`src/rtl/tbhr_pkg.sv`:
```
`default_nettype none

package tbhr_pkg;

   // state codes, also the result code
   localparam logic [3:0] ST_NONE   = 4'd0;
   localparam logic [3:0] ST_1_HELD = 4'd1;
   localparam logic [3:0] ST_1_ACT  = 4'd2;
   localparam logic [3:0] ST_1_REP  = 4'd3;
   localparam logic [3:0] ST_2_HELD = 4'd4;
   localparam logic [3:0] ST_2_ACT  = 4'd5;
   localparam logic [3:0] ST_2_REP  = 4'd6;
   localparam logic [3:0] ST_B_HELD = 4'd7;
   localparam logic [3:0] ST_B_ACT  = 4'd8;
   localparam logic [3:0] ST_B_REP  = 4'd9;

   localparam logic [7:0] THRESHOLD_RESET = 8'd10;
   localparam logic [7:0] COUNT_MAX       = 8'hFF;

   typedef struct packed {
      logic first_pressed;
      logic second_pressed;
   } req_type;

   typedef struct packed {
      logic [3:0] button_code;
      logic       changed;
   } rsp_type;

   // outcome of one tick, from the step logic to the top level
   typedef struct packed {
      logic [3:0] next_state;
      logic [7:0] next_count;
      logic       changed;
   } step_type;

endpackage

`default_nettype wire

```
`src/rtl/two_button_hold_repeat_fsm.sv`:
```
// two-button hold/repeat state machine with a debounce counter
//
// req channel: one beat per polling tick, carrying the two pressed flags
//   (req_valid / req_stall / req_data). a beat is taken when req_valid is
//   high and req_stall is low.
// rsp channel: one beat per tick with the new state code and a changed flag
//   (rsp_valid / rsp_stall / rsp_data), taken when rsp_stall is low.
// csr channel: write of the debounce threshold (csr_valid / csr_ready /
//   csr_data); always ready, write it while the block is idle.
// path: a taken tick is held in the input register, then passes through
//   the step logic into the result register.
// throughput: one tick per cycle unless the result stalls; the next state
//   comes from a single pass of logic between the input and result registers.
// reset: state goes to none, tick counter to 0, threshold to 10, both
//   pipeline registers empty.
// stall: a stalled result holds; the input register then fills and, if
//   also full, req_stall rises in the same cycle as rsp_stall.
`default_nettype none

module two_button_hold_repeat_fsm
   import tbhr_pkg::*;
(
   input  wire logic       clock,
   input  wire logic       reset,
   input  wire logic       req_valid,
   output      logic       req_stall,
   input  wire req_type    req_data,
   output      logic       rsp_valid,
   input  wire logic       rsp_stall,
   output      rsp_type    rsp_data,
   input  wire logic       csr_valid,
   output      logic       csr_ready,
   input  wire logic [7:0] csr_data
);

   // input register
   logic    in_valid_ff;
   logic    in_valid_in;
   req_type in_data_ff;

   // result register
   logic    rsp_valid_ff;
   logic    rsp_valid_in;
   rsp_type rsp_data_ff;

   // machine state and threshold
   logic [3:0] fsm_state_ff;
   logic [7:0] tick_count_ff;
   logic [7:0] threshold_ff;

   logic     out_free;
   logic     advance;
   step_type step;

   // result slot is free when empty or being taken this cycle
   assign out_free  = !rsp_valid_ff || !rsp_stall;
   assign advance   = in_valid_ff && out_free;
   assign req_stall = in_valid_ff && !out_free;
   assign csr_ready = 1'b1;

   assign in_valid_in  = req_stall ? in_valid_ff : req_valid;
   assign rsp_valid_in = advance ? 1'b1 : (rsp_valid_ff && rsp_stall);

   tbhr_step u_step (
      .state     (fsm_state_ff),
      .count     (tick_count_ff),
      .threshold (threshold_ff),
      .buttons   (in_data_ff),
      .step      (step)
   );

   // control state
   always_ff @(posedge clock) begin
      if (reset) begin
         in_valid_ff   <= 1'b0;
         rsp_valid_ff  <= 1'b0;
         fsm_state_ff  <= ST_NONE;
         tick_count_ff <= '0;
         threshold_ff  <= THRESHOLD_RESET;
      end else begin
         in_valid_ff  <= in_valid_in;
         rsp_valid_ff <= rsp_valid_in;
         if (advance) begin
            fsm_state_ff  <= step.next_state;
            tick_count_ff <= step.next_count;
         end
         if (csr_valid && csr_ready) begin
            threshold_ff <= csr_data;
         end
      end
   end

   // payload, no reset needed
   always_ff @(posedge clock) begin
      if (!req_stall) begin
         in_data_ff <= req_data;
      end
      if (advance) begin
         rsp_data_ff.button_code <= step.next_state;
         rsp_data_ff.changed     <= step.changed;
      end
   end

   assign rsp_valid = rsp_valid_ff;
   assign rsp_data  = rsp_data_ff;

   // a state change restarts the counter
   a_count_restart: assert property (@(posedge clock) disable iff (reset)
      advance && step.changed |=> tick_count_ff == '0)
      else $error("tick counter not cleared on state change");

   // the shown result always carries the current state
   a_rsp_matches_state: assert property (@(posedge clock) disable iff (reset)
      rsp_valid_ff |-> rsp_data_ff.button_code == fsm_state_ff)
      else $error("result code differs from machine state");

   // state never leaves the defined code range
   a_state_range: assert property (@(posedge clock) disable iff (reset)
      fsm_state_ff <= ST_B_REP)
      else $error("machine state outside defined codes");

   // state only moves when a beat passes to the result register
   a_state_hold: assert property (@(posedge clock) disable iff (reset)
      !advance |=> $stable(fsm_state_ff))
      else $error("machine state moved without a beat");

endmodule

`default_nettype wire

```
`src/rtl/tbhr_step.sv`:
```
`default_nettype none

module tbhr_step
   import tbhr_pkg::*;
(
   input  wire logic [3:0] state,
   input  wire logic [7:0] count,
   input  wire logic [7:0] threshold,
   input  wire req_type    buttons,
   output step_type        step
);

   logic       p1;
   logic       p2;
   logic       both;
   logic       ripe;
   logic [3:0] nxt;

   assign p1   = buttons.first_pressed;
   assign p2   = buttons.second_pressed;
   assign both = p1 & p2;
   assign ripe = count >= threshold;

   always_comb begin
      case (state)
         ST_NONE: begin
            if (both)    nxt = ST_B_HELD;
            else if (p1) nxt = ST_1_HELD;
            else if (p2) nxt = ST_2_HELD;
            else         nxt = ST_NONE;
         end
         ST_1_HELD: begin
            if (!p1)       nxt = ST_NONE;
            else if (p2)   nxt = ST_B_HELD;
            else if (ripe) nxt = ST_1_ACT;
            else           nxt = ST_1_HELD;
         end
         ST_2_HELD: begin
            if (!p2)       nxt = ST_NONE;
            else if (p1)   nxt = ST_B_HELD;
            else if (ripe) nxt = ST_2_ACT;
            else           nxt = ST_2_HELD;
         end
         ST_B_HELD: begin
            if (!both)     nxt = ST_NONE;
            else if (ripe) nxt = ST_B_ACT;
            else           nxt = ST_B_HELD;
         end
         ST_1_ACT, ST_1_REP: nxt = p1   ? ST_1_REP : ST_NONE;
         ST_2_ACT, ST_2_REP: nxt = p2   ? ST_2_REP : ST_NONE;
         ST_B_ACT, ST_B_REP: nxt = both ? ST_B_REP : ST_NONE;
         default:            nxt = ST_NONE;
      endcase
   end

   always_comb begin
      step.next_state = nxt;
      step.changed    = nxt != state;
      if (step.changed)          step.next_count = '0;
      else if (count == COUNT_MAX) step.next_count = COUNT_MAX;
      else                       step.next_count = count + 8'd1;
   end

endmodule

`default_nettype wire
```
`config.mk`:
```
export PLATFORM = sky130hd
export DESIGN_NAME = two_button_hold_repeat_fsm
export DESIGN_NICKNAME = d
export VERILOG_FILES = /design/src/rtl/tbhr_pkg.sv /design/src/rtl/two_button_hold_repeat_fsm.sv /design/src/rtl/tbhr_step.sv
export SDC_FILE = /design/constraint.sdc
export NUM_CORES = 1
export LEC_CHECK = 0
export ABC_AREA = 1
export BUFFER_PORTS_ARGS = -buffer_cell sky130_fd_sc_hd__buf_2
export CORE_ASPECT_RATIO = 1.1
export CORE_UTILIZATION = 40
export DETAILED_ROUTE_END_ITERATION = 10
export GPL_ROUTABILITY_DRIVEN = 0
export PLACE_DENSITY = 0.7
export SKIP_CTS_REPAIR_TIMING = 1
export SYNTH_ARGS = -nofsm -noshare
export SYNTH_HDL_FRONTEND = slang
export SYNTH_SLANG_ARGS = --single-unit
```
`constraint.sdc`:
```
create_clock -name clock -period 3 [get_ports clock]
set_input_delay 0.15 -clock clock [delete_from_list [all_inputs] [get_ports clock]]
set_output_delay 0.15 -clock clock [all_outputs]
set_load 0.02 [all_outputs]
```
# Word-level counts from Yosys, hierarchy flattened
# Cells that the tools add are included.
# word_totals
input_bits	15
ff_bits	29
out_inout_bits	8
# op_classes
muxes	18
reduce_logical	11
n_bitwise	1
n_lt_le_gt_ge	1
eq_ne	11
addsub	1
# op_table
cell	count
$mux 4	9
$pmux 4 s7	1
$eq 4x3->1 const B	4
$mux 8	2
$add 8x1->8 const B	1
$eq 4x2->1 const B	2
$eq 4x4->1 const B	2
$eq 8x8->1 const B	1
$ge 8x8->1	1
$mux 3	2
$reduce_or 2->1	3
$eq 4x1->1 const B	1
$logic_not 4->1	1
$mux 2	2
$ne 4x4->1	1
$logic_and 1x1->1	3
$logic_not 1->1	3
$mux 1	2
$and 1x1->1	1
$logic_or 1x1->1	1

# Depth between registers and ports, before layout
# Gate-level depths: netlist (run 1).
# depth
depth_word	7
ltp_mapped	18

# Cells and area by module
# Synthesis (run 1) repeated with hierarchy kept, for this count alone.
# hier_totals
hier_cells	271
area_unflattened_um2	1838.0
# modules_own_cells
module	cells_each	area_per_inst_um2	n_inst
two_button_hold_repeat_fsm	133	1153.6	1
tbhr_step	138	684.4	1

# Worst setup path before layout (run 1)
# No wires, ideal clock.
# synth_timing
path_type	reg-to-reg
start	register tick_count_ff[0]
end	register rsp_data_ff, in the netlist rsp_data[0] (data pin)
path_buffers	0
path_slack_ns	1.124
arrival_ns	1.616
required_time_ns	2.740
period_less_slack_ns	1.876
stages_incl_launch_ff	15
cell_sequence	dfxtp_1 inv_1 ha_1 nand2_1 nor2_1 nor2_1 nand2_2 nand2_2 nand2_1 o21ai_2 nand2_2 nand2_1 nand2_2 nor2_4 nand2_1
# synth_rtl
item	line	source
from (decl)	two_button_hold_repeat_fsm.sv:48	logic [7:0] tick_count_ff;
from (signal assigned)	two_button_hold_repeat_fsm.sv:85	tick_count_ff <= step.next_count;
to (decl)	two_button_hold_repeat_fsm.sv:44	rsp_type rsp_data_ff;

==> summary.md, run 1 <==
The flow ran to the end, and the final reports show no timing, DRC or antenna violations. The design draws 882 uW. The number of antenna diodes in the final layout is 0. In this run, synthesis produced a sequential element count of 29. The logs give 0.157 for the aggregate global-route resource usage and 0 for the number of nets with antenna violations after routing. Setup violations remaining at the end of the flow were counted as 0.

After synthesis, the cell types taking the most area are dfxtp_1 (27%), edfxtp_1 (13%), nand2_1 (9.9%). The final critical-path required period was 2.07 ns. Summed over all instances, the cell type with the most area after synthesis is dfxtp_1. Via count: 1,454. The area enclosed by the die boundary was 4350 um2; the net count of the mapped netlist was 248. The tools report the TritonCTS sink count as 29.

The tools report the initial core utilization as 0.416. After detailed routing, the number of remaining DRC violations is 0. The fraction of final layout cells with drive strength greater than 1 was 0.169. Setup repair after global routing left no endpoint under its margin. The tools report the root buffer cell as clkbuf_8. The maximum cell stage delay along the critical path is 0.39 ns, and the first-pass GRT wire length is 5.33 mm.

Via count of the first global-routing pass: 1,228. The cell count after synthesis came out at 224. Counting the fill cells in the layout gives 407. Across the VDD grid, the largest voltage drop is 243 uV. The signal on the critical path passes through inv_1 > ha_1 > nand2_1 > nor2_1 > nor2_1 > nand2_2 > nand2_2 > nand3_1 > nand2_1 > nor2_2 > nand2_2 > nand2_1 > nand2_2 > nor2_4 > nand3_1 > a21oi_1.

Counting instances in the post-synthesis netlist gives the leading cell types as nand2_1 (43), inv_1 (34), a21oi_1 (26). The final design utilization was 0.476. The die is 63.0 um wide.

23 I/O pins were placed. The tools report the kind of end point of the critical path as a register. Area added between synthesis and finish: 14.4%. Final hold analysis gives a worst-case slack of 0.0475 ns. STA puts the critical path data required time at 3.21 ns. The number of enable-type register cells in the synthesized netlist is 7, and the number of DRC markers after the initial detailed-route iteration is 53. For this run, the leading register cell type out of synthesis is dfxtp_1. The slowest stage of the critical path is the dfxtp_1 cell. For this run the aggregate overflow at the end of global routing stands at 0.

After routing, the total negative slack on setup checks comes to 0 ns. For this design the static power due to leakage is 0.000849 uW. The worst path arrival time was 2.28 ns. The cell area that synthesis handed to floorplanning was 1640 um2.

Number of nets at the end of the flow: 272. The type of the worst setup path is reg2reg. Across the run, the number of max-cap violations was 0.

Clock latency on the worst-skew pair, taken at its later pin, is 0.28 ns. The share of synthesized area occupied by flip-flops and latches is 0.398, and the number of I/O port buffers is 21. The run gives 0.93 ns as the slack of the worst reg-to-reg path. TritonCTS built the clock tree. The clock arrives with 0.00500 ns of skew. The area fraction of the dominant cell type after synthesis works out to 0.269. Entering global routing, the biggest net connects 16 pins. The number of warnings issued by yosys is 0, and the count of standard-cell rows is 24. The average instance in the mapped netlist occupies 7.31 um2. Before CTS, the worst setup slack after placement is 0.945 ns. The launching element type of the critical path is a register.

The floorplan core area is 3930 um2. For this run, the top clock speed supported by timing is 484 MHz. Most frequent cell after synthesis: nand2_1. The number of CTS-inserted buffers came out at 5. The library cell appearing most often on the critical path was nand2_2.

Dividing the detail-routed wire length by the instance count gives 10.5 um. The clock passes through at most 2 buffers. Power density relative to cell area: 471 nW/um2. The aggregate routed wire length is 3.15 mm, and the average via count per standard cell is 4.83. The final worst-path cycle share is 0.689, and the height of the chip is 69.1 um.

The first TritonRoute pass finished after 4 iterations. The proportion of synthesized flip-flops having asynchronous set or reset is 0. Number of H-tree branching levels: 2.

The number of endpoints with negative hold slack in the final report is 0, and the final critical-path setup slack is 0.934 ns. For the number of pins exceeding their max-slew limit in the final report, the log shows 0. The worst hold path belongs to the class in2reg.

The worst-path maximum fanout is 9, and the initial antenna violation count is 0. The placed wire-length estimate was 2.38 mm; the distinct cell type count after synthesis was 28. Clock-pin slew on the worst setup and hold paths: 0.06 ns.
## layout by cell type, fill, tap and decap left out, drive strengths merged
| cell type | netlist | routed |
|---|---|---|
| a211oi | 1 | 1 |
| a21o | 1 | 1 |
| a21oi | 26 | 26 |
| a31oi | 1 | 1 |
| buf | 1 | 22 |
| clkbuf | 4 | 8 |
| conb | 1 | 1 |
| dfxtp | 22 | 22 |
| edfxtp | 7 | 7 |
| ha | 9 | 9 |
| inv | 35 | 35 |
| nand2 | 51 | 51 |
| nand3 | 18 | 18 |
| nand4 | 2 | 2 |
| nor2 | 19 | 19 |
| nor3 | 5 | 5 |
| o21a | 1 | 1 |
| o21ai | 15 | 15 |
| o32ai | 1 | 1 |
| xnor2 | 1 | 1 |
| xor2 | 3 | 3 |
## worst max-delay path, delay by kind of cell (launching register included)
kind	cells	cell delay (ns)
adders and majority gates	1	0.27
DFF	1	0.39
AOI/OAI and AO/OA	1	0.15
and+or+nand+nor	13	1.12
buffers and inverters	1	0.06
## state kept, by name, indices dropped and copies added, names as in the netlist
signal         flops
fsm_state_ff       4
in_data_ff         2
in_valid_ff        1
rsp_data           5
rsp_valid          1
threshold_ff       8
tick_count_ff      8
## per-layer routing
layer / GRT usage / part of all wire / vias up
met5: 0 / 0 / -
met3: 0.0497 / 0.036 / 5
met2: 0.241 / 0.45 / 27
met4: 0.0775 / 0.019 / 0
met1: 0.196 / 0.50 / 645
li1: - / - / 777
## kinds of logic (layout without fill, tap and decap cells)
logic type | Yosys count | count (layout) | share of synthesized area
compound gates | 46 | 46 | 0.151
xor+xnor | 4 | 4 | 0.0214
fa+ha+maj | 9 | 9 | 0.0688
buf+inv | 40 | 65 | 0.0940
flops | 29 | 29 | 0.398
other cells | 1 | 1 | 0.00229
simple gates | 95 | 95 | 0.265
## per-stage QoR
step | std cells | area [um2]
4_1_cts | 301 | 1870
3_3_place_gp | 293 | 1790
2_1_floorplan | 224 | 1640
5_1_grt | 301 | 1870
3_5_place_dp | 293 | 1790
6_report | 301 | 1870
## cell type report
class	instances	area (um2)	share of cell area
repair buffers	22	113	0.0602
well taps	52	65.1	0.0348
inverters	35	131	0.0702
flip-flops and latches	29	651	0.348
clock buffers	8	80.1	0.0428
multi-input cells	155	832	0.445
## final timing paths
| check | startpoint | cells after the start | endpoint |
|---|---|---|---|
| max | tick_count_ff[0] | 16 | tick_count_ff[4] |
| min | req_data[0] | 1 | in_data_ff[0] |
| max reg2reg | tick_count_ff[0] | 16 | tick_count_ff[4] |
| min reg2reg | threshold_ff[3] | 2 | threshold_ff[3] |
## power breakdown
part,internal [uW],leakage [uW],switching [uW]
combinational,47.9,0.000561,94.4
sequential,423,0.000248,12.8
clock,164,0.0000395,139
total,635,0.000849,247
Note: power is estimated with default switching activity, not from simulation.
==> run 2, diff against run 1 <==
==> constraint.sdc (replaced) <==
create_clock -name clock -period 2 [get_ports clock]
set_input_delay 0.1 -clock clock [delete_from_list [all_inputs] [get_ports clock]]
set_output_delay 0.1 -clock clock [all_outputs]
set_load 0.02 [all_outputs]
==> run 2 against run 1 <==
Net effect: the run now ends with setup timing left; design area is 20% higher; die area stayed put; sequential power is 51% higher; register-to-register slack worse by 1.0 ns; power is 66% higher; first-iteration DRC count is 17% higher; non-clock buffer count is 14 higher; clock power is 64% higher; setup slack worse by 1.0 ns; sequential share of layout area is 5.6 points lower; fmax is 1.1% lower; combinational power is 120% higher.
==> summary.md, run 2 (same netlist as run 1, synthesis figures left out) <==
The aggregate routed wire length is 4.13 mm (+31%). The final worst-path cycle share works out to 1.04 (+0.356). For the initial antenna violation count, the log shows 0 (unchanged). The run gives 2.50 mm (+5.1%) as the placed wire-length estimate.

STA classifies the critical path startpoint as a register. Setup violation total in the final timing report: 5 (+5). The area added between synthesis and finish was 37.7%.

The slack of the worst reg-to-reg path was -0.09 ns (-1.02 ns). The run gives 0 (unchanged) as the number of endpoints with negative hold slack in the final report. The net switching fraction of the power was 0.299 (+0.0196).

The filler cell count in the final layout was 332 (-18%); the insertion delay of the later-clocked pin in the worst-skew pair was 0.28 ns (about the same). In this run the critical register-to-register path is launched from tick_count_ff[0]. The most critical setup path has its endpoint at tick_count_ff[0].

The number of nets with antenna violations after routing came out at 0 (unchanged). The finished layout cell area is 2250 um2 (+20%), and the area of placed instances is 1860 um2 (+3.8%). Root buffer cell: clkbuf_8. Clock-pin slew on the worst setup and hold paths: 0.06 ns (about the same). The final critical-path required period was 2.09 ns (+0.0233 ns). TritonCTS built the clock tree.

The share of total power in sequential cells came out at 0.449 (-0.045). The number of CTS-inserted buffers came out at 5 (unchanged). The run gives 24 (unchanged) as the count of standard-cell rows. The first element of the critical path was tick_count_ff[0]. The number of I/O port buffers came out at 21 (unchanged). For the count of TritonRoute iterations in the first routing pass, the log shows 4 (unchanged). Leaving out fill and tap cells, the most frequent cell in the layout is nand2_1. Worst-path maximum fanout: 5 (-4). Final design utilization: 0.573 (+0.0970). For the via count of the first global-routing pass, the log shows 1,384 (+13%). Setup repair after global routing could not meet its margin everywhere. The tools report the count of unresolved DRC violations after routing as 0 (unchanged). The tools report the number of pins exceeding their max-slew limit in the final report as 0 (unchanged). The horizontal die dimension was 63.0 um (unchanged); the fraction of final layout cells with drive strength greater than 1 was 0.374 (+0.205). The average wire per cell in the routed design came out at 13.0 um (+24%). The run gives -0.0896 ns (-1.02 ns) as the final critical-path setup slack. The tools report the number of nets at the end of the flow as 288 (+5.9%). The via count is 1,611 (+11%), and the number of ports placed on the die boundary is 23 (unchanged). Height of the chip: 69.1 um (unchanged). The power density relative to cell area works out to 650 nW/um2 (+38%). The tools report the combined flip-flop and latch cell area as 658 um2 (+1.2%).

The first-pass GRT wire length was 5.89 mm (+10%). The checks that failed: setup timing. Kind of path behind the tightest hold check: in2reg. The accumulated negative setup slack was -0.237 ns (-0.237 ns); the area enclosed by the die boundary was 4350 um2 (unchanged).

The TritonCTS sink count came out at 29 (unchanged). The run gives 0 (unchanged) as the total congestion overflow after global routing. For the antenna diode instance count, the log shows 0 (unchanged).

In the layout the commonest cells are nand2_1 (35), inv_1 (30), buf_2 (21). In this run the critical register-to-register path is captured at tick_count_ff[0]. The aggregate global-route resource usage came out at 0.171 (+0.0140).

The floorplan core area came out at 3930 um2 (unchanged). Type of the worst setup path: reg2reg. The internal power contribution is 1030 uW (+62%).

The worst reg-to-reg path cell count was 16 (unchanged); the final cell count without fillers was 317 (+5.3%). The highest ir drop seen on vdd was 444 uV (+83%). The number of DRC markers after the initial detailed-route iteration is 62 (+17%).

The flow ran to the end, but the final reports show violations. Worst path arrival time: 2.30 ns (+0.02 ns). The logs give 2 (unchanged) for the worst-case clock buffer depth and 0.00458 ns (-0.000421 ns) for the final setup skew.

The tools report the upper clock frequency limit as 479 MHz (-1.1%). Startpoint of the worst hold path: req_valid. STA classifies the critical path endpoint as a register. The initial core utilization is 0.416 (unchanged). Leakage dissipation: 0.000967 uW (+14%). The area of the multi-input gates is 1090 um2 (+31%).

The power dissipated by switching net loads came out at 439 uW (+78%). The average via count per standard cell is 5.08 (+5.2%), and the part of the power in the clock network is 0.340 (-0.004). For the number of max-cap violations, the log shows 0 (unchanged). The critical path data required time came out at 2.21 ns (-1.00 ns). The placed cell count is 302 (+3.1%), and the setup slack after placement is -0.0309 ns (-0.976 ns). The number of H-tree branching levels was 2 (unchanged); the maximum number of pins on one net before global-route repair was 16 (unchanged).

The tools report the combinational group share of total power as 0.211 (+0.050).
[run 2: cell types whose count changed in the layout (fill, tap and decap cells not counted), moves of 4 or more]
cell	previous run	this run
nand3_1	18	9
dfxtp_2	0	6
buf_4	1	13
nand2_4	0	6
nand2_1	43	35
inv_1	34	30
inv_2	1	5
nand3_2	0	8
ha_4	0	6
a21oi_1	26	20
dfxtp_1	22	16
a21oi_2	0	6
ha_1	9	3
[run 2: metal layers]
| metal | share of wire | routed length (um) | GRT usage | up-vias |
|---|---|---|---|---|
| met1 | 0.41 | 1700 | 0.202 | 744 |
| met3 | 0.042 | 174 | 0.0348 | 6 |
| met2 | 0.53 | 2200 | 0.292 | 49 |
| met5 | 0 | 0 | 0 | - |
| met4 | 0.016 | 66 | 0.0827 | 0 |
| li1 | - | - | - | 812 |
[run 2: how the worst min path moves through the flow]
stage | to | slack [ns] | cells after the start
6_report | in_valid_ff | 0.04 | 2
3_5_place_dp | in_data_ff[0] | 0.28 | 1
2_1_floorplan | in_data_ff[0] | 0.20 | 0
3_3_place_gp | in_data_ff[0] | 0.28 | 1
5_1_grt | in_valid_ff | 0.04 | 2
4_1_cts | in_data_ff[0] | -0.01 | 1
[run 2: cell type report]
class	count	area share
tap	52	0.0289
inverter	35	0.0583
sequential	29	0.292
multi-input combinational	157	0.482
timing repair buffer	36	0.0988
clock buffer	8	0.0400
[run 2: stage by stage]
stage / total power (uW) / hold slack, ns
6_report: 1470 / 0.0360
5_1_grt: 1530 / 0.0372
4_1_cts: 1380 / -0.0125
3_5_place_dp: 886 / 0.279
3_3_place_gp: 881 / 0.278
2_1_floorplan: 822 / 0.199
[run 2: power groups by stage]
stage	combinational [uW]	clock, uW	sequential (uW)
floorplan	149	0	672
global placement	216	0	665
detailed placement	221	0	665
CTS	222	508	653
global route	338	533	661
finish	309	499	658
[run 2: critical path, cell delays in order (launching register included)]
cell	delay, ns
dfxtp_2	0.34
inv_2	0.04
ha_4	0.25
nand2_2	0.05
nor2_1	0.10
nor2_1	0.07
nand2_2	0.08
nand2_4	0.07
nand3_4	0.08
nand2_4	0.07
nor2_4	0.14
nand2_2	0.08
nand2_2	0.08
nand2_4	0.07
nor2_4	0.21
nand3_2	0.12
a21oi_2	0.15
==> run 3, diff against run 2 <==
--- a/config.mk
+++ b/config.mk
@@ -7,11 +7,14 @@
 export LEC_CHECK = 0
 export ABC_AREA = 1
 export BUFFER_PORTS_ARGS = -buffer_cell sky130_fd_sc_hd__buf_2
+export CELL_PAD_IN_SITES_DETAIL_PLACEMENT = 0
+export CELL_PAD_IN_SITES_GLOBAL_PLACEMENT = 1
 export CORE_ASPECT_RATIO = 1.1
 export CORE_UTILIZATION = 40
+export CTS_CLUSTER_SIZE = 8
 export DETAILED_ROUTE_END_ITERATION = 10
 export GPL_ROUTABILITY_DRIVEN = 0
-export PLACE_DENSITY = 0.7
+export PLACE_DENSITY = 0.88
 export SKIP_CTS_REPAIR_TIMING = 1
 export SYNTH_ARGS = -nofsm -noshare
 export SYNTH_HDL_FRONTEND = slang
==> run 3 against run 2 <==
Net effect: clock skew up 0.0029 ns; largest cell class unchanged; clock power shrank 9.6%; design area shrank 0.72%; sequential share of layout area grew 0.32 points; non-clock buffer count unchanged; highest routed layer unchanged; cell count is the same; the flow still finishes with violations (setup timing); critical path type unchanged.
==> summary.md, run 3 (same netlist as run 1, synthesis figures left out) <==
Maximum cell stage delay along the critical path: 0.33 ns (about the same). The average via count per standard cell works out to 4.94 (-2.9%). The tools report the number of nets with antenna violations after routing as 0 (unchanged). The power density relative to cell area came out at 628 nW/um2 (-3.5%). The insertion delay of the later-clocked pin in the worst-skew pair is 0.27 ns (about the same).

Number of cells on the critical path: 16 (unchanged). The run gives 29 (unchanged) as the TritonCTS sink count. For the number of endpoints with negative hold slack in the final report, the log shows 0 (unchanged). The final worst-path cycle share is 1.01 (-0.0343), and the number of buffer and inverter instances along the worst setup path is 1 (unchanged). Number of I/O port buffers: 21 (unchanged). The worst hold-check slack is 0.0412 ns (+0.00513 ns). The logs give 488 uV (+9.9%) for the highest ir drop seen on vdd and 1,405 (+1.5%) for the via count of the first global-routing pass. The tools report the accumulated negative setup slack as -0.0272 ns (+0.210 ns). The worst-path maximum fanout is 5 (unchanged), and the placed cell count is 304 (+0.66%). The leakage dissipation is 0.000951 uW (-1.6%), and the count of unresolved DRC violations after routing is 0 (unchanged). The total congestion overflow after global routing was 0 (unchanged).

The antenna diode instance count was 0 (unchanged). Worst reg-to-reg path cell count: 16 (unchanged). The number of instances on the worst hold path came out at 2 (unchanged). In this run the clock root is driven by a clkbuf_8. Count of TritonRoute iterations in the first routing pass: 5 (+1). The run finished, with violations left. TritonCTS built the clock tree. The library cell appearing most often on the critical path was nand2_2. The worst path arrival time is 2.22 ns (-0.08 ns), and the final critical-path required period is 2.02 ns (-0.0687 ns).

The run gives 288 (unchanged) as the number of nets at the end of the flow. The critical path is of the reg2reg type. Setup repair after global routing could not meet its margin everywhere. The placed wire-length estimate was 2.65 mm (+5.8%); the count of standard-cell rows was 24 (unchanged). The area added between synthesis and finish works out to 36.7%. The run gives 1,565 (-2.9%) as the via count. The first-pass GRT wire length came out at 5.94 mm (+0.93%).

For the upper clock frequency limit, the log shows 495 MHz (+3.4%). The setup violation total in the final timing report was 2 (-3). The worst setup path is captured at a register.

For the number of pins exceeding their max-slew limit in the final report, the log shows 0 (unchanged). Traced cell by cell, the critical path runs through inv_2 > ha_4 > nand2_2 > nor2_1 > nor2_1 > nand2_2 > nand2_4 > nand3_4 > nand2_4 > nor2_4 > nand2_2 > nand2_2 > nand2_4 > nor2_4 > nand3_2 > a21oi_2. The height of the chip is 69.1 um (unchanged), and the overall power is 1400 uW (-4.2%). The final critical-path setup slack was -0.0209 ns (+0.0687 ns); the horizontal die dimension was 63.0 um (unchanged). The aggregate routed wire length is 3.82 mm (-7.6%).

The final reports fail on setup timing. For the number of CTS-inserted buffers, the log shows 5 (unchanged). Clock-pin slew on the worst setup and hold paths: 0.06 ns (about the same).

The fraction of final layout cells with drive strength greater than 1 is 0.374 (unchanged). The library cell used most frequently in the layout, excluding fill and tap cells, is nand2_1. For the worst-case clock buffer depth, the log shows 2 (unchanged). The run gives 2 (unchanged) as the number of H-tree branching levels. Average wire per cell in the routed design: 12.0 um (-7.6%). In the layout the commonest cells are nand2_1 (36), inv_1 (29), buf_2 (21). The run gives 4350 um2 (unchanged) as the area enclosed by the die boundary. The tools report the number of ports placed on the die boundary as 23 (unchanged). The critical path data required time came out at 2.20 ns (about the same).

Among cell families on the critical path, the largest total delay comes from simple AND/OR/NAND/NOR gates. The maximum number of pins on one net before global-route repair is 18 (+2). The number of max-cap violations was 0 (unchanged). The run gives 0.172 (+0.00138) as the aggregate global-route resource usage.

The worst hold path belongs to the class in2reg. The run gives -0.0730 ns (-0.0422 ns) as the setup slack after placement. The tools report the floorplan core area as 3930 um2 (unchanged).

For the initial antenna violation count, the log shows 0 (unchanged). The logs give 0.00751 ns (+0.00293 ns) for the final setup skew and 0.416 (unchanged) for the initial core utilization. STA classifies the critical path startpoint as a register. For this design, the slowest cell found on the critical path is dfxtp_2. The run gives 317 (unchanged) as the final cell count without fillers.

The number of DRC markers after the initial detailed-route iteration was 25 (-60%).
run 3: cell counts in the layout (fill, tap and decap cells not counted):
No cell type changed its count.
run 3: final timing paths:
check        slack [ns]             from               end
min reg2reg        0.46  threshold_ff[6]   threshold_ff[6]
max reg2reg       -0.02  threshold_ff[3]  tick_count_ff[7]
max               -0.02  threshold_ff[3]  tick_count_ff[7]
min                0.04        req_valid       in_valid_ff
run 3: final cells by class:
cell class | instances | area, um2
inverter | 35 | 131
timing repair buffer | 36 | 223
multi-input combinational | 157 | 1080
fill | 365 | 1700
sequential | 29 | 661
clock buffer | 8 | 80.1
tap | 52 | 65.1
run 3: report_power, final:
part	switching, uW	total, uW	leakage, uW	internal, uW
clock	204	451	0.0000395	246
combinational	186	296	0.000661	110
sequential	22.5	658	0.000250	636
run 3: per-stage QoR:
stage	utilization	cell area (um2)
final	0.569	2240
after CTS	0.497	1950
after global routing	0.569	2240
after global placement	0.476	1870
after floorplan	-	1640
after detailed placement	0.476	1870
run 3: per-layer routing:
layer / GRT usage / vias to the layer above / part of all wire
met5: 0 / - / 0
li1: - / 813 / -
met1: 0.223 / 718 / 0.45
met3: 0.0348 / 6 / 0.029
met2: 0.277 / 28 / 0.50
met4: 0.0698 / 0 / 0.016
